### config.mk
export PLATFORM = sky130hd
export DESIGN_NAME = pva_rot_cell
export DESIGN_NICKNAME = d
export VERILOG_FILES = /design/src/rtl/core/pva_pkg.sv /design/src/rtl/core/pva_rot_cell.sv
export SDC_FILE = /design/constraint.sdc
export NUM_CORES = 1
export LEC_CHECK = 0
export BUFFER_PORTS_ARGS = -buffer_cell sky130_fd_sc_hd__buf_2
export CORE_MARGIN = 4
export CORE_UTILIZATION = 25
export CTS_CLUSTER_SIZE = 28
export DETAILED_ROUTE_END_ITERATION = 10
export SYNTH_ARGS = -nofsm -noshare
export SYNTH_HDL_FRONTEND = slang
export SYNTH_SLANG_ARGS = --single-unit
### constraint.sdc
create_clock -name clk_i -period 16.04 [get_ports clk_i]
set_input_delay 4.812 -clock clk_i [delete_from_list [all_inputs] [get_ports clk_i]]
set_output_delay 4.812 -clock clk_i [all_outputs]
set_load 0.005 [all_outputs]
### src/rtl/core/pva_pkg.sv
// Package for the polar vector adder: fixed-point constants, the CORDIC
// arctangent table, quadrant codes and the flag struct shared by the cells.
// No dependencies.
package pva_pkg;

  localparam int          GUARD_BITS         = 8;
  localparam logic [31:0] INV_GAIN           = 32'd2608131496;
  localparam logic [31:0] QUARTER_TURN       = 32'h4000_0000;
  localparam logic [31:0] HALF_TURN          = 32'h8000_0000;
  localparam logic [31:0] THREE_QUARTER_TURN = 32'hC000_0000;

  localparam logic [1:0] QUAD_FIRST  = 2'd0;
  localparam logic [1:0] QUAD_SECOND = 2'd1;
  localparam logic [1:0] QUAD_THIRD  = 2'd2;
  localparam logic [1:0] QUAD_FOURTH = 2'd3;

  // Axis cases of the Cartesian sum, carried alongside the vectoring chain.
  typedef struct packed {
    logic x_zero;
    logic y_pos;
    logic y_neg;
  } pva_flags_t;

  // atan(2^-i) as a fraction of a full turn, 2^32 = full turn, truncated.
  function automatic logic [31:0] atan_turn(input int unsigned idx);
    logic [31:0] v;
    case (idx)
      0:  v = 32'h2000_0000;
      1:  v = 32'h12E4_051D;
      2:  v = 32'h09FB_385B;
      3:  v = 32'h0511_11D4;
      4:  v = 32'h028B_0D43;
      5:  v = 32'h0145_D7E1;
      6:  v = 32'h00A2_F61E;
      7:  v = 32'h0051_7C55;
      8:  v = 32'h0028_BE53;
      9:  v = 32'h0014_5F2E;
      10: v = 32'h000A_2F98;
      11: v = 32'h0005_17CC;
      12: v = 32'h0002_8BE6;
      13: v = 32'h0001_45F3;
      14: v = 32'h0000_A2F9;
      15: v = 32'h0000_517C;
      16: v = 32'h0000_28BE;
      17: v = 32'h0000_145F;
      18: v = 32'h0000_0A2F;
      19: v = 32'h0000_0517;
      20: v = 32'h0000_028B;
      21: v = 32'h0000_0145;
      22: v = 32'h0000_00A2;
      23: v = 32'h0000_0051;
      24: v = 32'h0000_0028;
      25: v = 32'h0000_0014;
      26: v = 32'h0000_000A;
      27: v = 32'h0000_0005;
      28: v = 32'h0000_0002;
      29: v = 32'h0000_0001;
      default: v = 32'h0000_0000;
    endcase
    return v;
  endfunction

endpackage

### src/rtl/core/pva_rot_cell.sv
// One rotation-mode CORDIC micro-rotation for both input vectors.
// Depends on pva_pkg for the arctangent table.
module pva_rot_cell #(
  parameter int STAGE = 0,
  parameter int CW    = 28
) (
  input  logic                 clk_i,
  input  logic                 rst_ni,
  input  logic                 valid_i,
  output logic                 ready_o,
  input  logic signed [CW-1:0] x1_i,
  input  logic signed [CW-1:0] y1_i,
  input  logic signed [31:0]   z1_i,
  input  logic [1:0]           q1_i,
  input  logic signed [CW-1:0] x2_i,
  input  logic signed [CW-1:0] y2_i,
  input  logic signed [31:0]   z2_i,
  input  logic [1:0]           q2_i,
  output logic                 valid_o,
  input  logic                 ready_i,
  output logic signed [CW-1:0] x1_o,
  output logic signed [CW-1:0] y1_o,
  output logic signed [31:0]   z1_o,
  output logic [1:0]           q1_o,
  output logic signed [CW-1:0] x2_o,
  output logic signed [CW-1:0] y2_o,
  output logic signed [31:0]   z2_o,
  output logic [1:0]           q2_o
);
  import pva_pkg::*;

  localparam logic signed [31:0] Atan = atan_turn(STAGE);

  logic                 valid_q;
  logic signed [CW-1:0] x1_d, y1_d, x2_d, y2_d;
  logic signed [31:0]   z1_d, z2_d;
  logic signed [CW-1:0] x1_q, y1_q, x2_q, y2_q;
  logic signed [31:0]   z1_q, z2_q;
  logic [1:0]           q1_q, q2_q;

  assign ready_o = !valid_q || ready_i;

  always_comb begin
    if (!z1_i[31]) begin
      x1_d = x1_i - (y1_i >>> STAGE);
      y1_d = y1_i + (x1_i >>> STAGE);
      z1_d = z1_i - Atan;
    end else begin
      x1_d = x1_i + (y1_i >>> STAGE);
      y1_d = y1_i - (x1_i >>> STAGE);
      z1_d = z1_i + Atan;
    end
    if (!z2_i[31]) begin
      x2_d = x2_i - (y2_i >>> STAGE);
      y2_d = y2_i + (x2_i >>> STAGE);
      z2_d = z2_i - Atan;
    end else begin
      x2_d = x2_i + (y2_i >>> STAGE);
      y2_d = y2_i - (x2_i >>> STAGE);
      z2_d = z2_i + Atan;
    end
  end

  always_ff @(posedge clk_i or negedge rst_ni) begin
    if (!rst_ni) begin
      valid_q <= 1'b0;
    end else if (ready_o) begin
      valid_q <= valid_i;
    end
  end

  always_ff @(posedge clk_i) begin
    if (ready_o) begin
      x1_q <= x1_d;
      y1_q <= y1_d;
      z1_q <= z1_d;
      q1_q <= q1_i;
      x2_q <= x2_d;
      y2_q <= y2_d;
      z2_q <= z2_d;
      q2_q <= q2_i;
    end
  end

  assign valid_o = valid_q;
  assign x1_o    = x1_q;
  assign y1_o    = y1_q;
  assign z1_o    = z1_q;
  assign q1_o    = q1_q;
  assign x2_o    = x2_q;
  assign y2_o    = y2_q;
  assign z2_o    = z2_q;
  assign q2_o    = q2_q;

endmodule

## Yosys cells after proc, flatten, opt, wreduce, memory -nomap -nowiden

Cells that the tools add are included.

- Register bits: 181
- Bits in latches: 0
- Memory bits (writable): 0
- Memory bits (read-only): 0
- Input port bits: 184
- Output and inout bits: 182
- Logic and storage cells: 27
- Memories: 0

- Add/sub/neg operators: 10
- $mul: 0
- Div/mod/pow operators: 0
- Magnitude comparators: 0
- Eq/ne operators: 0
- Shifts and indexed selects: 0
- Mux-type cells: 6
- Bitwise gates (word level): 0
- Reductions and logical operators: 2

Operators by type and width:

| kind | number |
|---|---|
| $mux W28 | 4 |
| $sub A28 B28 Y28 | 4 |
| $add A32 B31 Y32 const B | 2 |
| $mux W32 | 2 |
| $sub A32 B31 Y32 const B | 2 |
| $add A28 B28 Y28 | 2 |
| $logic_not A1 Y1 | 1 |
| $logic_or A1 B1 Y1 | 1 |

## Depth between registers and ports, before layout

Gate-level depths: netlist of the first run.

- Word-level depth: 2
- Depth in mapped cells: 13
- Mapped depth without buffers: 13

## Worst setup path before layout of the first run

Ideal clock, no wire load.

- Kind: input to output
- Start: input ready_i
- End: output ready_o
- Data arrival time: 9.141 ns
- Slack: 2.087 ns
- Cell stages on the path: 1
- Buffers on the path: 0
- Path through: nand2b_1

- Word-level cells in the longest chain between the ends: 1

RTL lines:

| item | line | text |
|---|---|---|
| from (decl) | pva_rot_cell.sv:20 | `input logic ready_i,` |
| $logic_or A1 B1 Y1 | pva_rot_cell.sv:41 | `assign ready_o = !valid_q \|\| ready_i;` |
| to (decl) | pva_rot_cell.sv:10 | `output logic ready_o,` |

Every way passes these cells.

## Worst setup path after layout of the first run

Ends and elaborated chain as after synthesis.

==> summary.md, run 1 <==
| Metric | Value |
|---|---|
| I/O pin count | 366 |
| Mux share of post-synthesis cell area | 1.44% |
| Commonest cells after routing, fill and taps aside | buf_2 (365), ha_1 (178), edfxtp_1 (178) |
| Post-synthesis cell count | 1538 |
| Clk_skew | 0.0110 ns |
| Final period util | 63.0% |
| Area grow syn2layout | 21.1% |
| Layout cells sized above 1 | 23.5% |
| First-pass GRT wire length | 73.3 mm |
| Seq/Total Area, Yosys | 36.6% |
| Antenna Nets Post-Route | 0 |
| Sinks on Clock Net | 179 |
| Final Slew Violations | 0 |
| Final Wtd Congestion | 0.881 |
| Die X | 250 um |
| # setup viols final | 0 |
| Worst-margin pin slew | 1.22 ns |
| DR DRC count | 0 |
| TritonRoute pass-1 iters | 6 |
| Async SR Flop Fraction | 0.559% |
| Max_cap viols | 0 |
| YS warnings | 0 |
| GRT Residual Overflow | 0 |
| Vias in the first global route | 12700 |
| Die Area | 62600 um2 |
| Largest area contributor in the netlist | edfxtp_1 |
| Total negative slack | 0 ns |
| Minimum clock period | 10.10 ns |
| Fmax | 99.0 MHz |
| Crit end category | output port |
| Peak VDD IR | 0.0000821 V |
| Worst rel slew slack | 17.3% |
| Top_reg_cell synth | edfxtp_1 |
| Post-Syn Area per Cell | 9.53 um2 |
| Largest family of logic cells by synthesized area | compound AO/OA/AOI/OAI gates |
| Leak pwr | 8.00 nW |
| # resized after CTS | 0 |
| Crit path DAT | 5.29 ns |
| DRT Wirelength | 48.3 mm |
| Max Root-Sink Buffers | 2 |
| Vias | 12800 |
| Synth unique cells | 91 |
| #FFs+latches synth | 179 |
| Status | finished clean |
| Unrepaired setup endpoints after global routing | no |
| Syn_nets | 1908 |
| DR vias/cell | 4.86 |
| EDFF count, synth | 178 |
| Worst min-delay path class | reg -> reg |
| Detailed Place HPWL | 38.7 mm |
| Crit-path max FO | 11 |
| Synth Area in Adders | 16.3% |
| Cts hold-fix bufs | 0 |
| Setup crit start kind | primary input |
| Routed length per instance | 18.3 um |
| WP data required | 11.23 ns |
| Post-synth design cell area | 14700 um2 |
| Initial antenna violation count | 10 |
| Fin cells | 2644 |
| TritonCTS clock tree | done |
| Largest net degree at the start of global routing | 71 |
| Share of the synthesized area in the top cell type | 36.5% |
| Reg clk slew, reported paths | 0.08 ns |
| Initial Util | 25.3% |
| Simple-Gate Fraction of Synth Area | 11.0% |
| Post-synthesis compound-gate area fraction | 21.1% |
| Core Box Area | 57900 um2 |
| Clk_lat worst skew | 0.49 ns |
| Most common cell after layout, fill and taps aside | buf_2 |
| Inst Count DP | 2607 |
| I/O Buffers | 365 |
| Initial drt markers | 991 |
| XOR/XNOR Fraction of Synth Area | 6.39% |
| Die height | 250 um |
| H-Tree Depth | 4 |
| Setup bufs post-CTS | 0 |
| Pwr Density | 89.0 nW/um2 |
| GRT Resource Usage Total | 14.9% |
| Final nets | 2231 |
| Dominant cells by area after synthesis | edfxtp_1 (36%), ha_1 (15%), a21oi_1 (5.9%) |
| Fin. Hold Viols | 0 |
| Class of the most critical setup path | in -> out |
| Placement row count | 88 |
| Root Driver | clkbuf_16 |
| CTS Buf Count | 17 |
[where the power goes]
| group | switching [mW] | leakage [nW] | internal, mW |
|---|---|---|---|
| clock network | 0.236 | 0.306 | 0.216 |
| registers | 0.0199 | 1.80 | 0.605 |
| logic | 0.299 | 5.90 | 0.202 |
[metal layers]
metal  GRT usage (%)  routed length (um)  vias up
met1            18.2               20000     6206
met4            6.59                1670        4
li1                -                   -     6114
met2            24.9               23600      432
met3            3.68                2930       88
met5               0                  25        -
[cells in the mapped netlist, drive strengths merged (5+ instances only)]
master	number
nand3	20
o211ai	10
or3	7
nor2	124
fa	8
xnor2	86
xor2	21
a311oi	7
o31ai	9
ha	178
a31oi	12
o21a	17
nand2	72
a211oi	14
o21bai	33
edfxtp	178
a2111oi	5
o221ai	5
o21ai	70
a21o	37
and2	7
nor2b	21
inv	165
nand2b	13
clkbuf	40
nand4	6
a21oi	175
nor3	31
a211o	9
and3	12
nor4	6
a221oi	10
buf	29
mux2i	20
[final timing paths]
path,slack (ns),startpoint,cells after the start,end
min reg2reg,0.74,valid_o,1,q2_o[0]
max,5.94,ready_i,3,ready_o
max reg2reg,13.66,valid_o,3,x2_o[27]
min,0.74,valid_o,1,q2_o[0]
max in group asynchronous,11.87,rst_ni,1,valid_o
min in group asynchronous,4.08,rst_ni,1,valid_o
[area by class of cell]
class,count,area [um2]
Fill cell,6153,40200
Sequential cell,179,5370
Inverter,169,634
Clock buffer,17,425
Tap cell,765,957
Antenna cell,5,12.5
Clock inverter,15,216
Timing Repair Buffer,373,1890
Multi-Input combinational cell,1121,8250
[state kept, by name (all words and copies together), names as in the netlist]
register / count
x2_o: 28
y2_o: 27
y1_o: 27
x1_o: 28
q2_o: 2
z2_o: 32
z1_o: 32
valid_o: 1
q1_o: 2
[critical path, cell delays in order]
cell      delay [ns]
buf_2           0.10
nand2b_4        0.21
buf_2           0.16
[metrics by stage]
| stage | cell area, um2 | setup WS [ns] | hold WS, ns | util [%] | total power [mW] |
|---|---|---|---|---|---|
| after global placement | 17100 | 5.93 | 0.729 | 29.5 | 1.13 |
| final | 17800 | 5.94 | 0.744 | 30.7 | 1.58 |
| after detailed placement | 17100 | 5.94 | 0.727 | 29.5 | 1.14 |
| after global routing | 17800 | 5.92 | 0.769 | 30.7 | 1.68 |
| after CTS | 17700 | 5.94 | 0.744 | 30.6 | 1.61 |
| after floorplan | 14700 | 2.09 | 4.08 | - | 0.942 |
[logic make-up (layout without fill, tap and decap cells)]
logic type | Yosys count | count (layout)
AOI/OAI and AO/OA | 469 | 469
adders and majority gates | 186 | 186
other | 0 | 5
muxes | 21 | 21
DFF | 179 | 179
xor gates and xnor gates | 107 | 107
and+or+nand+nor | 338 | 338
buffers and inverters | 238 | 574
(Power assumes the default switching activity.)
==> run 2, diff against run 1 <==
--- a/config.mk
+++ b/config.mk
@@ -5,6 +5,7 @@
 export SDC_FILE = /design/constraint.sdc
 export NUM_CORES = 1
 export LEC_CHECK = 0
+export ABC_AREA = 1
 export BUFFER_PORTS_ARGS = -buffer_cell sky130_fd_sc_hd__buf_2
 export CORE_MARGIN = 4
 export CORE_UTILIZATION = 25
==> constraint.sdc (replaced) <==
create_clock -name clk_i -period 9.59 [get_ports clk_i]
set_input_delay 2.877 -clock clk_i [delete_from_list [all_inputs] [get_ports clk_i]]
set_output_delay 2.877 -clock clk_i [all_outputs]
set_load 0.005 [all_outputs]
==> run 2 against run 1 <==
Combinational power is 100% higher. Synthesized cell count is 76% higher. Setup slack worse by 2.6 ns. Cell area is 20% higher. Power is 73% higher. Final cell count is 51% higher. First-iteration DRC count is 70% higher. Highest routed layer unchanged.
==> summary.md, run 2 <==
| Metric | Value |
|---|---|
| Status | finished clean |
| Reg clk slew, reported paths | 0.09 ns (about the same) |
| Fill cells | 7927 (+29%) |
| Clk_skew | 0.0163 ns (+0.00531 ns) |
| WP data required | 6.71 ns (-4.52 ns) |
| Leak pwr | 11.3 nW (+41%) |
| I/O Buffers | 365 (unchanged) |
| Fmax | 160 MHz |
| Routed length per instance | 17.3 um (-5.0%) |
| Die Area | 77100 um2 (+23%) |
| DRT Wirelength | 69.2 mm (+43%) |
| Placement row count | 98 (+11%) |
| Gate power share | 37.5% (+5.8 points) |
| Most common cell after layout, fill and taps aside | nand2_1 |
| Worst-margin pin slew | 1.01 ns (-0.213 ns) |
| Detailed Place HPWL | 57.9 mm (+50%) |
| Vias | 18700 (+46%) |
| Final core occ | 29.7% (-0.96 points) |
| Post-synthesis cell count | 2703 (+76%) |
| Max_cap viols | 0 (unchanged) |
| Area of the multi-input gates | 10500 um2 (+27%) |
| I/O pin count | 366 (unchanged) |
| Max Root-Sink Buffers | 2 (unchanged) |
| Die X | 278 um (+11%) |
| Critical path origin | ready_i |
| Antenna Nets Post-Route | 0 (unchanged) |
| Initial antenna violation count | 22 (+12) |
| Worst R2R Start | valid_o |
| Net switching power | 1.08 mW (+95%) |
| Layout cells sized above 1 | 14.9% (-8.6 points) |
| Reg area | 5370 um2 (unchanged) |
| Async SR Flop Fraction | 0.559% (unchanged) |
| Synth cell count leaders | nand2_1 (851), inv_1 (475), nand3_1 (267) |
| Largest net degree at the start of global routing | 72 (+1.4%) |
| TritonRoute pass-1 iters | 6 (unchanged) |
| Final Wtd Congestion | 0.950 (+7.9%) |
| Class of the most critical setup path | in -> out |
| TritonCTS clock tree | done |
| Vias in the first global route | 17400 (+36%) |
| Worst rel slew slack | 32.5% (+15 points) |
| Fin. Hold Viols | 0 (unchanged) |
| Total negative slack | 0 ns (unchanged) |
| Cts hold-fix bufs | 0 (unchanged) |
| Top_reg_cell synth | edfxtp_1 |
| #FFs+latches synth | 179 (unchanged) |
| Sinks on Clock Net | 179 (unchanged) |
| Hold Startpoint | valid_o |
| Commonest cells after routing, fill and taps aside | nand2_1 (850), inv_1 (473), buf_2 (365) |
| YS warnings | 0 (unchanged) |
| Minimum clock period | 6.24 ns |
| # resized after CTS | 0 (unchanged) |
| Unrepaired setup endpoints after global routing | no |
| Clock power frac | 25.2% (-3.5 points) |
| DR vias/cell | 4.69 (-3.4%) |
| Share of power burned in registers | 37.3% (-2.3 points) |
| Area grow syn2layout | 17.2% |
| H-Tree Depth | 4 (unchanged) |
| EDFF count, synth | 178 (unchanged) |
| CTS Buf Count | 17 (unchanged) |
| Crit path DAT | 3.37 ns (-1.92 ns) |
| Initial Util | 25.3% (+0.039 points) |
| Post-synth design cell area | 18200 um2 (+24%) |
| Clk_lat worst skew | 0.50 ns (about the same) |
| Largest area contributor in the netlist | edfxtp_1 |
| Final nets | 3390 (+52%) |
| Final Slew Violations | 0 (unchanged) |
| Worst min-delay path class | reg -> reg |
| Initial drt markers | 1688 (+70%) |
| Synth unique cells | 41 (-55%) |
| # setup viols final | 0 (unchanged) |
| Setup crit start kind | primary input |
| Count leader, synth | nand2_1 |
| Post-Syn Area per Cell | 6.73 um2 (-29%) |
| P_int | 1.65 mW (+61%) |
| Share of the synthesized area in the top cell type | 29.4% (-7.1 points) |
| Root Driver | clkbuf_16 |
| Core Box Area | 71700 um2 (+24%) |
| Seq/Total Area, Yosys | 29.5% (-7.1 points) |
| GRT Resource Usage Total | 17.3% (+2.5 points) |
| Setup bufs post-CTS | 0 (unchanged) |
| Sw Share | 39.7% (+4.5 points) |
| GRT Residual Overflow | 0 (unchanged) |
| Pwr Density | 128 nW/um2 (+44%) |
| Dominant cells by area after synthesis | edfxtp_1 (29%), nand2_1 (18%), ha_1 (12%) |
| Crit end category | output port |
| Crit-path max FO | 2 (-9) |
| First-pass GRT wire length | 103 mm (+40%) |
| Die height | 278 um (+11%) |
| Final period util | 65.1% |
| DR DRC count | 0 (unchanged) |
| Peak VDD IR | 0.0000944 V (+15%) |
| Syn_nets | 3073 (+61%) |
-- run 2: cell types whose count changed after synthesis, sizes merged, moves of 26 or more --
cell,previous run,this run
inv,165,483
nand2,72,864
nand4,6,60
xnor2,86,0
a21o,37,4
clkbuf,40,14
buf,29,60
nor2,124,183
o21ai,70,118
nand3,20,270
-- run 2: logic make-up after synthesis --
| family | synth area share, % |
|---|---|
| fa+ha+maj | 13.1 |
| buf+inv | 12.8 |
| simple gates | 32.4 |
| flops | 29.5 |
| xor+xnor | 1.49 |
| compound gates | 10.6 |
-- run 2: cell type report --
cell class,instances,area share [%]
Antenna cell,8,0.0940
Tap cell,950,5.58
Timing Repair Buffer,372,8.82
Clock inverter,12,0.470
Multi-Input combinational cell,1966,49.3
Inverter,484,8.53
Sequential cell,179,25.2
Clock buffer,19,2.03
-- run 2: routing by layer --
layer	wire length, um	share of wire (%)	vias up	track usage (%)
met4	1600	2.3	26	4.73
met2	30600	44	751	27.6
met1	30600	44	8562	22.9
li1	-	-	9288	-
met5	160	0.23	-	0
met3	6270	9.1	104	5.11
-- run 2: critical path, stage by stage --
cell and delay [ns]:
buf_2 0.12, inv_1 0.10, nand2_4 0.11, buf_2 0.16
-- run 2: power groups by stage --
stage	logic (mW)	clock network, mW	registers, mW
2_1_floorplan	0.609	0	1.05
3_3_place_gp	1.01	0	1.04
3_5_place_dp	1.01	0	1.04
4_1_cts	1.02	0.726	1.02
5_1_grt	1.14	0.753	1.03
6_report	1.02	0.690	1.02
-- run 2: worst paths after layout --
check	slack, ns	depth (start not counted)	endpoint
worst min register to register	1.23	2	x2_o[20]
worst max-delay path	3.35	4	ready_o
max in group asynchronous	7.36	1	valid_o
worst min-delay path	1.23	2	x2_o[20]
min in group asynchronous	2.15	1	valid_o
worst max register to register	7.05	3	y1_o[26]
-- run 2: stage by stage --
step	power [mW]	hold slack, ns	area, um2	instances	setup WS, ns
3_3_place_gp	2.04	1.29	20700	3951	3.33
4_1_cts	2.76	1.30	21300	3982	3.33
6_report	2.73	1.23	21300	3990	3.35
3_5_place_dp	2.05	1.30	20700	3951	3.33
5_1_grt	2.92	1.32	21300	3986	3.33
2_1_floorplan	1.66	2.58	18200	2703	0.0126
==> run 3, diff against run 2 <==
==> constraint.sdc (replaced) <==
create_clock -name clk_i -period 6.21 [get_ports clk_i]
set_input_delay 1.863 -clock clk_i [delete_from_list [all_inputs] [get_ports clk_i]]
set_output_delay 1.863 -clock clk_i [all_outputs]
set_load 0.005 [all_outputs]
==> run 3 against run 2 <==
Clock power increased by 55%. Sequential cell count unchanged. Count of clock-buffer cells in the layout unchanged. Utilization about the same. Combinational power up 54%. Register-to-register slack worse by 3.7 ns. First-iteration DRC count down 1.1%. Setup slack got worse by 1.7 ns. Routed wire length increased by 0.22%. Final cell count is essentially flat. Sequential share of layout area about the same. Critical endpoint unchanged.
==> summary.md, run 3 (synthesis results as in run 2) <==
| Metric | Value |
|---|---|
| Fin. Hold Viols | 0 (unchanged) |
| Worst min-delay path class | reg -> reg |
| DP Area | 20800 um2 (about the same) |
| Unrepaired setup endpoints after global routing | no |
| Final period util | 73.7% |
| Final Slew Violations | 0 (unchanged) |
| Worst-margin pin slew | 0.918 ns (-0.0941 ns) |
| Final core occ | 29.7% (about the same) |
| Peak VDD IR | 0.000118 V (+25%) |
| Die X | 278 um (unchanged) |
| Status | finished clean |
| Max Root-Sink Buffers | 2 (unchanged) |
| Die height | 278 um (unchanged) |
| I/O Buffers | 365 (unchanged) |
| WP data required | 4.35 ns (-2.36 ns) |
| Share of power burned in registers | 37.7% (+0.4 points) |
| Inst Count DP | 3950 (-0.025%) |
| Gate power share | 37.0% (-0.5 points) |
| # setup viols final | 0 (unchanged) |
| Detailed Place HPWL | 57.9 mm (about the same) |
| Clock power frac | 25.3% (about the same) |
| DR vias/cell | 4.71 (+0.32%) |
| H-Tree Depth | 4 (unchanged) |
| TritonCTS clock tree | done |
| P_int | 2.55 mW (+55%) |
| Most common cell after layout, fill and taps aside | nand2_1 |
| Clk_skew | 0.0127 ns (-0.00356 ns) |
| Sw Share | 39.7% (+0.058 points) |
| Clk_lat worst skew | 0.50 ns (about the same) |
| Pwr Density | 198 nW/um2 (+55%) |
| Crit-path max FO | 51 (+49) |
| TritonRoute pass-1 iters | 6 (unchanged) |
| Vias in the first global route | 17500 (+0.84%) |
| Commonest cells after routing, fill and taps aside | nand2_1 (850), inv_1 (473), buf_2 (365) |
| Max_cap viols | 0 (unchanged) |
| Crit end category | output port |
| Setup crit start kind | primary input |
| Initial antenna violation count | 22 (unchanged) |
| Core Box Area | 71700 um2 (unchanged) |
| DR DRC count | 0 (unchanged) |
| Largest net degree at the start of global routing | 70 (-2.8%) |
| Leak pwr | 11.3 nW (about the same) |
| Fin cells | 3988 (-0.050%) |
| Worst rel slew slack | 38.8% (+6.3 points) |
| Reg clk slew, reported paths | 0.07 ns (-0.02 ns) |
| Antenna Nets Post-Route | 0 (unchanged) |
| Minimum clock period | 4.57 ns |
| DRT Wirelength | 69.3 mm (+0.22%) |
| Area grow syn2layout | 17.1% (about the same) |
| I/O pin count | 366 (unchanged) |
| Vias | 18800 (+0.27%) |
| Setup bufs post-CTS | 0 (unchanged) |
| Total negative slack | 0 ns (unchanged) |
| Final Wtd Congestion | 0.951 (+0.14%) |
| CTS Buf Count | 17 (unchanged) |
| Initial drt markers | 1669 (-1.1%) |
| First-pass GRT wire length | 103 mm (+0.51%) |
| Routed length per instance | 17.4 um (+0.27%) |
| Final nets | 3389 (-0.029%) |
| Placement row count | 98 (unchanged) |
| Sinks on Clock Net | 179 (unchanged) |
| Layout cells sized above 1 | 14.9% (about the same) |
| Initial Util | 25.3% (unchanged) |
| GRT Residual Overflow | 0 (unchanged) |
| GRT Resource Usage Total | 17.4% (+0.078 points) |
| Final Cell Area | 21300 um2 (about the same) |
| Power consumption | 4.23 mW (+55%) |
| Class of the most critical setup path | in -> out |
| Root Driver | clkbuf_16 |
| Cts hold-fix bufs | 0 (unchanged) |
| Crit path DAT | 2.71 ns (-0.66 ns) |
| Net switching power | 1.68 mW (+55%) |
| # resized after CTS | 0 (unchanged) |
| Fmax | 219 MHz |
| Die Area | 77100 um2 (unchanged) |
run 3: cell types whose count changed in the layout (fill, tap and decap cells not counted), sizes merged:
cell,previous run,this run
diode,8,7
buf,372,371
inv,487,489
clkinvlp,5,3
run 3: per-layer routing:
layer	vias up	GRT usage [%]	wire [um]
li1	9297	-	-
met4	24	5.87	2030
met1	8578	23.4	30900
met3	117	4.41	5830
met2	766	27.3	30400
met5	-	0	169
run 3: worst paths after layout:
path                          from       end  slack, ns  cells after the start
min reg2reg                valid_o   z2_o[4]        1.0                      1
min                        valid_o   z2_o[4]        1.0                      1
min in group asynchronous   rst_ni   valid_o       1.14                      1
max                        ready_i   ready_o       1.64                      4
max in group asynchronous   rst_ni   valid_o       4.99                      1
max reg2reg                valid_o  x2_o[25]       3.34                      3
run 3: through the flow:
stage / hold slack [ns] / setup slack [ns]
detailed placement: 1.03 / 1.61
CTS: 1.06 / 1.61
global placement: 1.03 / 1.61
floorplan: 1.57 / 0.315
global route: 1.08 / 1.57
finish: 0.997 / 1.64
run 3: power by group through the flow:
stage               sequential [mW]  clock [mW]  combinational [mW]
global route                   1.61        1.15                1.74
detailed placement             1.62           0                1.55
CTS                            1.60        1.12                1.55
floorplan                      1.61           0               0.941
global placement               1.62           0                1.54
finish                         1.59        1.07                1.57
run 3: worst max-delay path, stage by stage:
cell and delay [ns]:
buf_2 0.10, inv_1 0.13, nand2_8 0.26, buf_2 0.31
run 3: final cells by class:
type	instances	area [um2]
Fill cell	8036	50400
Multi-Input combinational cell	1966	10500
Sequential cell	179	5370
Timing Repair Buffer	371	1870
Inverter	484	1820
Tap cell	950	1190
Clock buffer	19	433
Clock inverter	12	98.8
Antenna cell	7	17.5
